--- config.mk ---
export PLATFORM = sky130hd
export DESIGN_NAME = fork_pair_arbiter
export DESIGN_NICKNAME = d
export VERILOG_FILES = /design/src/design/fpa_pkg.sv /design/src/design/fork_pair_arbiter.sv /design/src/design/fpa_wait_list.sv /design/src/design/fpa_fork_unit.sv
export SDC_FILE = /design/constraint.sdc
export NUM_CORES = 1
export LEC_CHECK = 0
export BUFFER_PORTS_ARGS = -buffer_cell sky130_fd_sc_hd__buf_4
export CORE_UTILIZATION = 45
export DETAILED_ROUTE_END_ITERATION = 10
export SYNTH_ARGS = -nofsm -noshare
export SYNTH_HDL_FRONTEND = slang
export SYNTH_HIERARCHICAL = 1
export SYNTH_SLANG_ARGS = --single-unit
--- constraint.sdc ---
create_clock -name clock -period 7.3 [get_ports clock]
set_input_delay 1.095 -clock clock [delete_from_list [all_inputs] [get_ports clock]]
set_output_delay 1.095 -clock clock [all_outputs]
set_load 0.05 [all_outputs]
--- src/design/fpa_pkg.sv ---
`timescale 1ns / 1ps
package fpa_pkg;

   localparam int MAX_RING  = 8;
   localparam int FORK_W    = $clog2(MAX_RING);
   localparam int IDX_W     = 4;
   localparam int CNT_W     = $clog2(MAX_RING + 1);
   localparam int VAL_W     = 32;
   localparam int TOTAL_MAX = 15;

   // configuration register map (byte addresses)
   localparam logic [1:0] CSR_RING_SIZE = 2'd0;

   typedef enum logic [2:0] {
      ST_IDLE,
      ST_DECIDE,
      ST_SCAN_RD,
      ST_SCAN_CHK,
      ST_SHIFT_RD,
      ST_SHIFT_WR,
      ST_FINISH
   } state_type;

   // one write port and one registered read port into the wait list
   typedef struct packed {
      logic              wr_en;
      logic [FORK_W-1:0] wr_addr;
      logic [IDX_W-1:0]  wr_index;
      logic [VAL_W-1:0]  wr_value;
      logic              rd_en;
      logic [FORK_W-1:0] rd_addr;
   } wl_cmd_type;

   // outcome of the fork check for one candidate requester
   typedef struct packed {
      logic              idx_ok;
      logic              free;
      logic [FORK_W-1:0] lo;
      logic [FORK_W-1:0] hi;
   } fork_chk_type;

endpackage

--- src/design/fork_pair_arbiter.sv ---
`timescale 1ns / 1ps
// Steps: a request or a bad index goes through decide, then finish; a release
// goes on to scan read/check over the wait list, then compaction read/write
// through one wait-list port, before finish.
// Throughput: one item at a time, req_tready high only while idle; the next item
// can transfer once the result loads, which waits under result back-pressure.
// Reset (synchronous, active high): forks free, wait list empty, sums zero, ring_size 8.
module fork_pair_arbiter import fpa_pkg::*; (
   input  logic        clock,
   input  logic        reset,
   // request stream
   input  logic        req_tvalid,
   output logic        req_tready,
   input  logic [39:0] req_tdata,  // requester[3:0], contribution[35:4], zero pad
   input  logic        req_tuser,  // mode: 0 request, 1 release
   // result stream
   output logic        rsp_tvalid,
   input  logic        rsp_tready,
   // grant_valid[0], granted_index[4:1], was_queued[5], rejected[6],
   // running_sum[38:7], waiting_count[42:39], all_done[43], zero pad
   output logic [47:0] rsp_tdata,
   // configuration
   input  logic        csr_psel,
   input  logic        csr_penable,
   input  logic        csr_pwrite,
   input  logic [1:0]  csr_paddr,
   input  logic [31:0] csr_pwdata,
   output logic [31:0] csr_prdata,
   output logic        csr_pready
);

   state_type state_ff, state_in;

   // configuration
   logic [3:0]       ring_size_ff;
   logic [CNT_W-1:0] ring;

   // latched item
   logic             item_mode_ff;
   logic [IDX_W-1:0] item_req_ff;
   logic [VAL_W-1:0] item_val_ff;

   // arbiter state
   logic [MAX_RING-1:0] busy_ff;
   logic [CNT_W-1:0]    len_ff;
   logic [3:0]          total_ff;
   logic [VAL_W-1:0]    sum_ff;

   // scan / compaction pointers
   logic [CNT_W-1:0] k_ff;
   logic [CNT_W-1:0] m_ff;

   // per-item result flags
   logic [IDX_W-1:0] res_grant_ff;
   logic             res_queued_ff;
   logic             res_rej_ff;

   // result register
   logic        rsp_valid_ff;
   logic [47:0] rsp_data_ff;

   wl_cmd_type       wl_cmd;
   logic [IDX_W-1:0] rd_index;
   logic [VAL_W-1:0] rd_value;

   fork_chk_type        fk;
   logic [MAX_RING-1:0] pair_mask;
   logic [IDX_W-1:0]    cand;
   logic [VAL_W-1:0]    addend;
   logic [VAL_W-1:0]    sum_in;
   logic                out_free;
   logic                load_rsp;
   logic                all_done;

   assign req_tready = (state_ff == ST_IDLE);
   assign rsp_tvalid = rsp_valid_ff;
   assign rsp_tdata  = rsp_data_ff;

   // ---- configuration port --------------------------------------------------
   assign csr_pready = 1'b1;
   assign csr_prdata = {28'd0, ring_size_ff};

   always_ff @(posedge clock) begin
      if (reset) begin
         ring_size_ff <= 4'd8;
      end else if (csr_psel && csr_penable && csr_pwrite && (csr_paddr == CSR_RING_SIZE)) begin
         ring_size_ff <= csr_pwdata[3:0];
      end
   end

   // effective ring: 0 acts as 1, above MAX_RING clamps
   always_comb begin
      if (ring_size_ff == 4'd0) begin
         ring = CNT_W'(1);
      end else if (ring_size_ff > 4'(MAX_RING)) begin
         ring = CNT_W'(MAX_RING);
      end else begin
         ring = CNT_W'(ring_size_ff);
      end
   end

   // ---- shared fork check and adder ----------------------------------------
   // candidate is the latched item, or the waiter just read during a scan
   assign cand   = (state_ff == ST_SCAN_CHK) ? rd_index : item_req_ff;
   assign addend = (state_ff == ST_SCAN_CHK) ? rd_value : item_val_ff;
   assign sum_in = sum_ff + addend;

   fpa_fork_unit u_fork (
      .cand (cand),
      .ring (ring),
      .busy (busy_ff),
      .chk  (fk)
   );

   // both forks of the candidate; one bit when the ring has a single seat
   assign pair_mask = (MAX_RING'(1) << fk.lo) | (MAX_RING'(1) << fk.hi);

   fpa_wait_list u_list (
      .clock    (clock),
      .cmd      (wl_cmd),
      .rd_index (rd_index),
      .rd_value (rd_value)
   );

   assign out_free = !rsp_valid_ff || rsp_tready;
   assign all_done = (CNT_W'(total_ff) >= ring) && (len_ff == '0) && (busy_ff == '0);

   // ---- next state ---------------------------------------------------------
   always_comb begin
      state_in = state_ff;
      unique case (state_ff)
         ST_IDLE: begin
            if (req_tvalid) state_in = ST_DECIDE;
         end
         ST_DECIDE: begin
            if (fk.idx_ok && item_mode_ff) state_in = ST_SCAN_RD;
            else                           state_in = ST_FINISH;
         end
         ST_SCAN_RD: begin
            if (k_ff < len_ff) state_in = ST_SCAN_CHK;
            else               state_in = ST_FINISH;
         end
         ST_SCAN_CHK: begin
            if (fk.idx_ok && fk.free) state_in = ST_SHIFT_RD;
            else                      state_in = ST_SCAN_RD;
         end
         ST_SHIFT_RD: begin
            if (m_ff + CNT_W'(1) < len_ff) state_in = ST_SHIFT_WR;
            else                           state_in = ST_FINISH;
         end
         ST_SHIFT_WR: state_in = ST_SHIFT_RD;
         ST_FINISH: begin
            if (out_free) state_in = ST_IDLE;
         end
         default: state_in = ST_IDLE;
      endcase
   end

   // ---- outputs: wait-list port and result load ----------------------------
   always_comb begin
      logic [CNT_W-1:0] m_next;
      m_next          = m_ff + CNT_W'(1);
      wl_cmd          = '0;
      wl_cmd.wr_index = item_req_ff;
      wl_cmd.wr_value = item_val_ff;
      load_rsp        = 1'b0;
      unique case (state_ff)
         ST_DECIDE: begin
            // queue a blocked request at the tail
            wl_cmd.wr_en   = fk.idx_ok && !item_mode_ff && !fk.free
                             && (len_ff < CNT_W'(MAX_RING));
            wl_cmd.wr_addr = len_ff[FORK_W-1:0];
         end
         ST_SCAN_RD: begin
            wl_cmd.rd_en   = (k_ff < len_ff);
            wl_cmd.rd_addr = k_ff[FORK_W-1:0];
         end
         ST_SHIFT_RD: begin
            wl_cmd.rd_en   = (m_next < len_ff);
            wl_cmd.rd_addr = m_next[FORK_W-1:0];
         end
         ST_SHIFT_WR: begin
            // move entry m+1 down to m
            wl_cmd.wr_en    = 1'b1;
            wl_cmd.wr_addr  = m_ff[FORK_W-1:0];
            wl_cmd.wr_index = rd_index;
            wl_cmd.wr_value = rd_value;
         end
         ST_FINISH: load_rsp = out_free;
         default: ;
      endcase
   end

   always_ff @(posedge clock) begin
      if (reset) begin
         state_ff <= ST_IDLE;
      end else begin
         state_ff <= state_in;
      end
   end

   // ---- arbiter datapath ---------------------------------------------------
   always_ff @(posedge clock) begin
      if (reset) begin
         busy_ff       <= '0;
         len_ff        <= '0;
         total_ff      <= '0;
         sum_ff        <= '0;
         res_grant_ff  <= '0;
         res_queued_ff <= 1'b0;
         res_rej_ff    <= 1'b0;
         k_ff          <= '0;
         m_ff          <= '0;
      end else begin
         unique case (state_ff)
            ST_IDLE: begin
               if (req_tvalid) begin
                  res_grant_ff  <= '0;
                  res_queued_ff <= 1'b0;
                  res_rej_ff    <= 1'b0;
               end
            end
            ST_DECIDE: begin
               priority if (!fk.idx_ok) begin
                  res_rej_ff <= 1'b1;
               end else if (item_mode_ff) begin
                  // release frees both forks whoever held them
                  busy_ff <= busy_ff & ~pair_mask;
                  k_ff    <= '0;
               end else if (fk.free) begin
                  busy_ff      <= busy_ff | pair_mask;
                  sum_ff       <= sum_in;
                  res_grant_ff <= item_req_ff;
                  if (total_ff != 4'(TOTAL_MAX)) total_ff <= total_ff + 4'd1;
               end else if (len_ff < CNT_W'(MAX_RING)) begin
                  len_ff        <= len_ff + CNT_W'(1);
                  res_queued_ff <= 1'b1;
                  if (total_ff != 4'(TOTAL_MAX)) total_ff <= total_ff + 4'd1;
               end else begin
                  res_rej_ff <= 1'b1;
               end
            end
            ST_SCAN_CHK: begin
               // stale waiters outside the ring fail idx_ok and stay put
               if (fk.idx_ok && fk.free) begin
                  busy_ff      <= busy_ff | pair_mask;
                  sum_ff       <= sum_in;
                  res_grant_ff <= rd_index;
                  m_ff         <= k_ff;
               end else begin
                  k_ff <= k_ff + CNT_W'(1);
               end
            end
            ST_SHIFT_RD: begin
               if (!(m_ff + CNT_W'(1) < len_ff)) len_ff <= len_ff - CNT_W'(1);
            end
            ST_SHIFT_WR: m_ff <= m_ff + CNT_W'(1);
            default: ;
         endcase
      end
   end

   // item latch, payload only
   always_ff @(posedge clock) begin
      if (req_tvalid && req_tready) begin
         item_mode_ff <= req_tuser;
         item_req_ff  <= req_tdata[3:0];
         item_val_ff  <= req_tdata[35:4];
      end
   end

   // ---- result register ----------------------------------------------------
   always_ff @(posedge clock) begin
      if (reset) begin
         rsp_valid_ff <= 1'b0;
      end else if (load_rsp) begin
         rsp_valid_ff <= 1'b1;
      end else if (rsp_tready) begin
         rsp_valid_ff <= 1'b0;
      end
   end

   always_ff @(posedge clock) begin
      if (load_rsp) begin
         rsp_data_ff <= {4'd0, all_done, len_ff, sum_ff, res_rej_ff, res_queued_ff,
                         res_grant_ff, (res_grant_ff != '0)};
      end
   end

endmodule

--- src/design/fpa_wait_list.sv ---
`timescale 1ns / 1ps
module fpa_wait_list import fpa_pkg::*; (
   input  logic             clock,
   input  wl_cmd_type       cmd,
   output logic [IDX_W-1:0] rd_index,
   output logic [VAL_W-1:0] rd_value
);

   logic [IDX_W-1:0] wait_index_ff [MAX_RING];
   logic [VAL_W-1:0] wait_value_ff [MAX_RING];
   logic [IDX_W-1:0] rd_index_ff;
   logic [VAL_W-1:0] rd_value_ff;

   always_ff @(posedge clock) begin
      if (cmd.wr_en) begin
         wait_index_ff[cmd.wr_addr] <= cmd.wr_index;
         wait_value_ff[cmd.wr_addr] <= cmd.wr_value;
      end
      if (cmd.rd_en) begin
         rd_index_ff <= wait_index_ff[cmd.rd_addr];
         rd_value_ff <= wait_value_ff[cmd.rd_addr];
      end
   end

   assign rd_index = rd_index_ff;
   assign rd_value = rd_value_ff;

endmodule

--- src/design/fpa_fork_unit.sv ---
`timescale 1ns / 1ps
module fpa_fork_unit import fpa_pkg::*; (
   input  logic [IDX_W-1:0]    cand,
   input  logic [CNT_W-1:0]    ring,
   input  logic [MAX_RING-1:0] busy,
   output fork_chk_type        chk
);

   logic [IDX_W-1:0] cand_m1;
   logic [CNT_W-1:0] cand_ext;

   always_comb begin
      cand_m1    = cand - IDX_W'(1);
      cand_ext   = CNT_W'(cand);
      chk.idx_ok = (cand != '0) && (cand_ext <= ring) && (cand <= IDX_W'(MAX_RING));
      chk.lo     = cand_m1[FORK_W-1:0];
      // right fork wraps to fork 0 for the last seat of the ring
      chk.hi     = (cand_ext == ring) ? '0 : cand[FORK_W-1:0];
      chk.free   = !busy[chk.lo] && !busy[chk.hi];
   end

endmodule
Yosys cells after proc, flatten, opt, wreduce, memory -nomap -nowiden
Memory sizes are Yosys's and may differ from the RTL's. A register that Yosys moved wholly into a read port is not among the register bits.
Index checks and enable logic that the tools add are counted.
{"block": "classes", "shift": 2, "mux": 66, "bitwise": 5, "mul": 0, "n_addsub": 7, "n_eq_ne": 23, "order_cmp": 9, "reduce_logical": 44, "div": 0}
{"op": "$mux 32", "n": 5}
{"op": "$mux 4", "n": 20}
{"op": "$pmux 32 s2", "n": 1}
{"op": "$pmux 4 s2", "n": 5}
{"op": "$mux 36", "n": 1}
{"op": "$add 32x32->32", "n": 1}
{"op": "$mux 8", "n": 4}
{"op": "$pmux 3 s7", "n": 1}
{"op": "$ne 2x2->1 const B", "n": 10}
{"op": "$mux 3", "n": 6}
{"op": "$reduce_and 6->1", "n": 3}
{"op": "$add 4x1->4 const B", "n": 4}
{"op": "$mux 1", "n": 16}
{"op": "$or 8x8->8", "n": 2}
{"op": "$pmux 8 s2", "n": 1}
{"op": "$shl 1x3->8 const A", "n": 2}
{"op": "$logic_and 1x1->1", "n": 14}
{"op": "$ne 3x3->1 const B", "n": 4}
{"op": "$pmux 4 s3", "n": 1}
{"op": "$reduce_and 4->1", "n": 3}
{"op": "$reduce_bool 2->1", "n": 6}
{"op": "$reduce_and 5->1", "n": 2}
{"op": "$eq 3x3->1 const B", "n": 3}
{"op": "$and 8x8->8", "n": 1}
{"op": "other kinds (28)", "n": 40}
{"block": "totals", "n_memories": 2, "in_bits": 82, "ramBits": 288, "reg_bits": 151, "latch_bits": 0, "mem_bits_ro": 0, "elab_cells": 174}
{"memory": "u_list.wait_value_ff", "words": 8, "word_bits": 32, "rd": 1, "rd_ports_with_merged_regs": 1, "write_ports": 1, "line_no": "fpa_wait_list.sv:10", "text": "logic [VAL_W-1:0] wait_value_ff [MAX_RING];"}
{"memory": "u_list.wait_index_ff", "words": 8, "word_bits": 4, "rd": 1, "rd_ports_with_merged_regs": 1, "write_ports": 1, "line_no": "fpa_wait_list.sv:9", "text": "logic [IDX_W-1:0] wait_index_ff [MAX_RING];"}

Logic depth before layout (Yosys ltp)
{"block": "depth", "word_depth": 15, "depth_mapped": 25}

Hierarchy
The synthesis kept the hierarchy.
{"module": "fpa_wait_list", "n_inst": 1, "cells_each": 465, "area_per_inst_um2": 12223.0, "seq_area_each_um2": 9729.3}
{"module": "fork_pair_arbiter", "n_inst": 1, "cells_each": 1057, "area_per_inst_um2": 8946.1, "seq_area_each_um2": 3833.7}
{"module": "fpa_fork_unit", "n_inst": 1, "cells_each": 49, "area_per_inst_um2": 396.6, "seq_area_each_um2": 0.0}

Worst setup path after synthesis
Ideal clock, no wire load.
{"block": "synth_path", "kind": "register to register", "start": "reg state_ff[1]", "end": "mem u_list.wait_index_ff[0][0] (enable)", "period_less_slack_ns": 6.482, "stages_incl_launch_ff": 23, "arrival_time_ns": 6.008, "required_ns": 6.826, "n_path_buf": 6, "path_slack_ns": 0.818, "path_cell_list": "dfxtp_1 > clkbuf_2 > nor2b_1 > clkbuf_1 > and2_1 > buf_2 > clkbuf_1 > buf_1 > nand2_1 > nand2_1 > inv_1 > ha_1 > buf_6 > mux4_2 > and2_0 > a311o_1 > a21oi_1 > nor2_1 > and3_1 > nor2_1 > nor2_1 > nand2b_1 > nor3_1"}
{"item": "start, declared", "line_no": "fork_pair_arbiter.sv:32", "text": "state_type state_ff, state_in;"}
{"item": "start signal, assigned", "line_no": "fork_pair_arbiter.sv:198", "text": "state_ff <= state_in;"}
{"item": "end, declared", "line_no": "fpa_wait_list.sv:9"}

==> results.md <==
- For this design the ratio of total power to cell area is 316 nW/um2.
- STA puts the critical path data required time at 7.78 ns.
- The clock network is responsible for 32.1% of the overall power.
- In this run the critical register-to-register path is launched from state_ff[1]$_SDFFE_PP0P_.
- Once the clock tree was built, the resizer swapped 0 gates to a different size.
- Combinational logic is responsible for 22.9% of the overall power.
- The synthesized area per cell is 13.7 um2.
- The count of inserted antenna diode cells is 0.
- CTS saw 475 sinks.
- The class of the most critical hold timing path is register to register.
- The part of the Yosys area used for sequential elements is 62.9%.
- The number of antenna violations at the first check in global routing is 0.
- The chip height is 221 um.
- The net switching power is 2.34 mW.
- The final RePlAce weighted congestion is 0.876.
- The floorplan has 79 rows.
- Global routing used 19.8% of the available tracks across all layers.
- After floorplanning, the core was sized to cover 47000 um2.
- The cell type with the highest aggregate area in the netlist is edfxtp_1.
- The transition at the pin with the smallest max-transition slack is 1.07 ns.
- On the critical path, the stage with the largest delay is an instance of dfxtp_1.
- The clock reaches the later pin of the worst-skew pair after 0.60 ns.
- The critical path goes through nor2b_1 > and2_1 > nand2_1 > nand2_1 > inv_1 > ha_1 > mux4_2 > and2_0 > a311o_1 > a21oi_1 > and2_1 > and3_1 > nor2_1 > a221oi_1 > nand3_1.
- The max-slew violation total from the final report is 0.
- Based on the critical path, the design can be clocked at up to 175 MHz.
- In the synthesized netlist the dominant register cell turns out to be edfxtp_1.
- The shortest clock period the worst path allows after layout is 5.70 ns.
- The H-tree was split into 2 levels.
- The number of design-rule violations left by the first detailed-router iteration is 942.
- During placement, the flow inserted port buffers numbering 99.
- The internal portion of the total power is 5.37 mW.
- The worst-case vdd ir drop is 175 uV.
- Counting along the longest clock path gives a buffer depth of 3.
- The critical hold path startpoint is res_queued_ff$_SDFFE_PP0P_.
- The total via count after detailed routing is 12700.
- From synthesis to final layout, the design area changed by 13.3%.
- The static leakage power is 8.92 nW.
- The summed negative setup slack over all endpoints is 0 ns.
- The launch point of the worst path is state_ff[1]$_SDFFE_PP0P_.
- The proportion of layout cells with a drive suffix above 1 is 15.7%.
- During I/O placement, the number of pins put on the boundary was 165.
- The worst pin sits at a relative slew slack of 28.8%.
- The number of buffers and inverters on the critical path is 1.
- The width of the chip is 221 um.
- After detailed routing, the average wire length per cell comes to 20.9 um.
- The number of flip-flops and latches in the synthesized netlist is 475.
- Total power for the finished layout comes to 7.71 mW.
- The final count of hold timing violations came to 0.
- Measured in cells, the most critical reg-to-reg path has a length of 15.
- The CTS tree is done.
- The number of enable flip-flop cells after synthesis is 405.
- The reg-to-reg critical path endpoint is sum_ff[29]$_SDFFE_PP0P_.
- The count of nets left with antenna violations once routing finished came out at 0.
- The root buffer cell is clkbuf_16.
- Yosys attributes the largest share of cell area to edfxtp_1, mux4_1, dfxtp_1.
- The total overflow left after global routing is 0.
- The finished layout holds 2313 standard cells, fillers aside.
- The total of endpoints with negative setup slack in the final report is 0.
- The worst clock skew is 0.0334 ns.
- The hold path depth is 0.
- The synthesized design devotes to its leading area cell type 56.4% of total area.
- The number of synthesis warnings is 6.
- For this design, the CTS-stage hold fixing added 0 buffers.
- The count of different cell masters after synthesis is 78.
- The setup check on the worst reg-to-reg path leaves a slack of 1.60 ns.
- Setup repair after global routing left no endpoint under its margin.
- The number of global-route vias before repair is 12300.
- The number of max-cap violations is 0.
- The cell area that synthesis handed to floorplanning was 21600 um2.
- The cell family contributing the most delay on the critical path is simple AND/OR/NAND/NOR gates.
- The worst path uses 78.1% of the clock period.
- STA classifies the critical path startpoint as a register.
- The start-to-end type of the worst setup path is register to register.
- The fraction of registers with async set or reset after synthesis is 0%.
- The sequential fraction of design power is 45.0%.
- For this run, the slowest stage of the critical path takes 0.66 ns.
- The clock transition at the register clock pins on the worst setup and hold paths after CTS is 0.06 ns.
- The initial cell density of the core is 45.9%.
- The proportion of total power due to net switching is 30.3%.
- Synthesis produced 1571 cells.
- After detailed placement, the design holds a cell count of 2223.
- The worst-path maximum fanout is 17.
- The kind of capture point of the worst setup path is a register.
- STA puts the critical path data arrival time at 6.19 ns.
- The final layout contains routed wiring with a total length of 48400 um.
- The setup fix buffers added after clock tree synthesis is 0.
- Entering global routing, the biggest net connects 63 pins.
- The overall die area is 48800 um2.
- The final routed DRC violation total is 0.
- After the last flow step, the layout net total stands at 1805.
- The endpoint of the worst hold path is rsp_tdata[5]$_DFFE_PP_.
- TritonCTS created 49 clock buffers.
- The number of detailed-routing iterations run before antenna repair is 5.
- Once detailed placement completed, the half-perimeter wirelength came to 30100 um.
- The via-per-instance ratio is 5.50.
- The run finished with clean final reports.
- The global-route wire length before repair is 73500 um.
==> layout by cell type, fill, tap and decap left out, types with 7 or more instances in the layout <==
master and instances:
edfxtp_1 405, nand2_1 300, buf_4 124, mux4_1 73, nor2_1 71, a21oi_1 71
dfxtp_1 70, ha_1 54, clkbuf_16 53, mux2_2 38, inv_1 37, o21ai_0 35
conb_1 33, nand3_1 27, mux2i_1 21, a21o_1 21, xnor2_1 16, nor3_1 16
nand4_1 14, nand2b_1 12, a22oi_1 12, a31oi_1 12, xor2_1 11, o21a_1 11
a211oi_1 11, nor2_4 10, clkinv_2 10, nor2b_1 9, and2_1 8, clkbuf_1 8
clkinv_1 7
==> power groups by stage <==
stage | logic, mW | clock network, mW | registers (mW)
2_1_floorplan | 1.35 | 0 | 3.48
6_report | 1.77 | 2.47 | 3.47
4_1_cts | 1.77 | 2.53 | 3.47
3_5_place_dp | 1.77 | 0 | 3.52
3_3_place_gp | 1.73 | 0 | 3.52
5_1_grt | 1.93 | 2.63 | 3.48
==> metal layers <==
layer / vias up / GRT usage, % / share of wire (%)
met3: 58 / 3.28 / 4.7
met2: 334 / 31.9 / 47
li1: 6069 / - / -
met4: 0 / 5.23 / 1.8
met1: 6267 / 28.0 / 46
met5: - / 0 / 0
==> cell families after synthesis <==
group | after synthesis | share of synthesized area (%)
simple gates | 510 | 10.3
flops | 475 | 62.9
compound gates | 220 | 6.61
buf+inv | 147 | 3.64
mux | 134 | 12.1
fa+ha+maj | 56 | 3.32
xor+xnor | 27 | 1.10
other cells | 2 | 0.0348
==> stage by stage <==
step	setup WS [ns]	hold slack (ns)	utilization, %	cell area [um2]
finish	1.60	0.425	52.0	24400
global route	1.26	0.446	52.0	24400
CTS	1.65	0.427	52.0	24400
detailed placement	1.67	0.416	48.6	22800
global placement	1.74	0.418	48.6	22800
floorplan	0.818	0.408	-	21700
==> sequential cells by signal, summed over array words and instances (netlist names), 32 cells and up, named ones only <==
name	count
u_list/wait_value_ff	256
rsp_tdata	44
item_val_ff	32
sum_ff	32
u_list/rd_value	32
u_list/wait_index_ff	32
==> layout make-up <==
type / count / area (um2)
clock buffers: 63 / 1380
clock inverters: 27 / 223
fillers: 3899 / 22500
inverters: 37 / 139
multi-input cells: 980 / 7430
flip-flops and latches: 475 / 13600
well taps: 607 / 759
repair buffers: 124 / 931
==> cell usage after synthesis, drive strengths merged, types with 10 or more instances <==
| master | instances |
|---|---|
| a211oi | 11 |
| a21o | 22 |
| a21oi | 71 |
| a22oi | 12 |
| a31oi | 12 |
| and2 | 11 |
| buf | 61 |
| clkbuf | 49 |
| dfxtp | 70 |
| edfxtp | 405 |
| ha | 54 |
| inv | 37 |
| mux2 | 38 |
| mux2i | 21 |
| mux4 | 75 |
| nand2 | 301 |
| nand2b | 12 |
| nand3 | 28 |
| nand4 | 15 |
| nor2 | 81 |
| nor2b | 10 |
| nor3 | 18 |
| o21a | 11 |
| o21ai | 38 |
| xnor2 | 16 |
| xor2 | 11 |
==> worst max-delay path by stage <==
stage                                            to  slack, ns  depth (start not counted)
6_report                    sum_ff[29]$_SDFFE_PP0P_       1.60                         15
5_1_grt                     sum_ff[29]$_SDFFE_PP0P_       1.26                         15
4_1_cts                     sum_ff[29]$_SDFFE_PP0P_       1.65                         15
3_5_place_dp                sum_ff[29]$_SDFFE_PP0P_       1.67                         15
3_3_place_gp                sum_ff[29]$_SDFFE_PP0P_       1.74                         15
2_1_floorplan  u_list/wait_index_ff[0][0]$_DFFE_PP_       0.82                         22
Power figures use the tool's default switching activity.
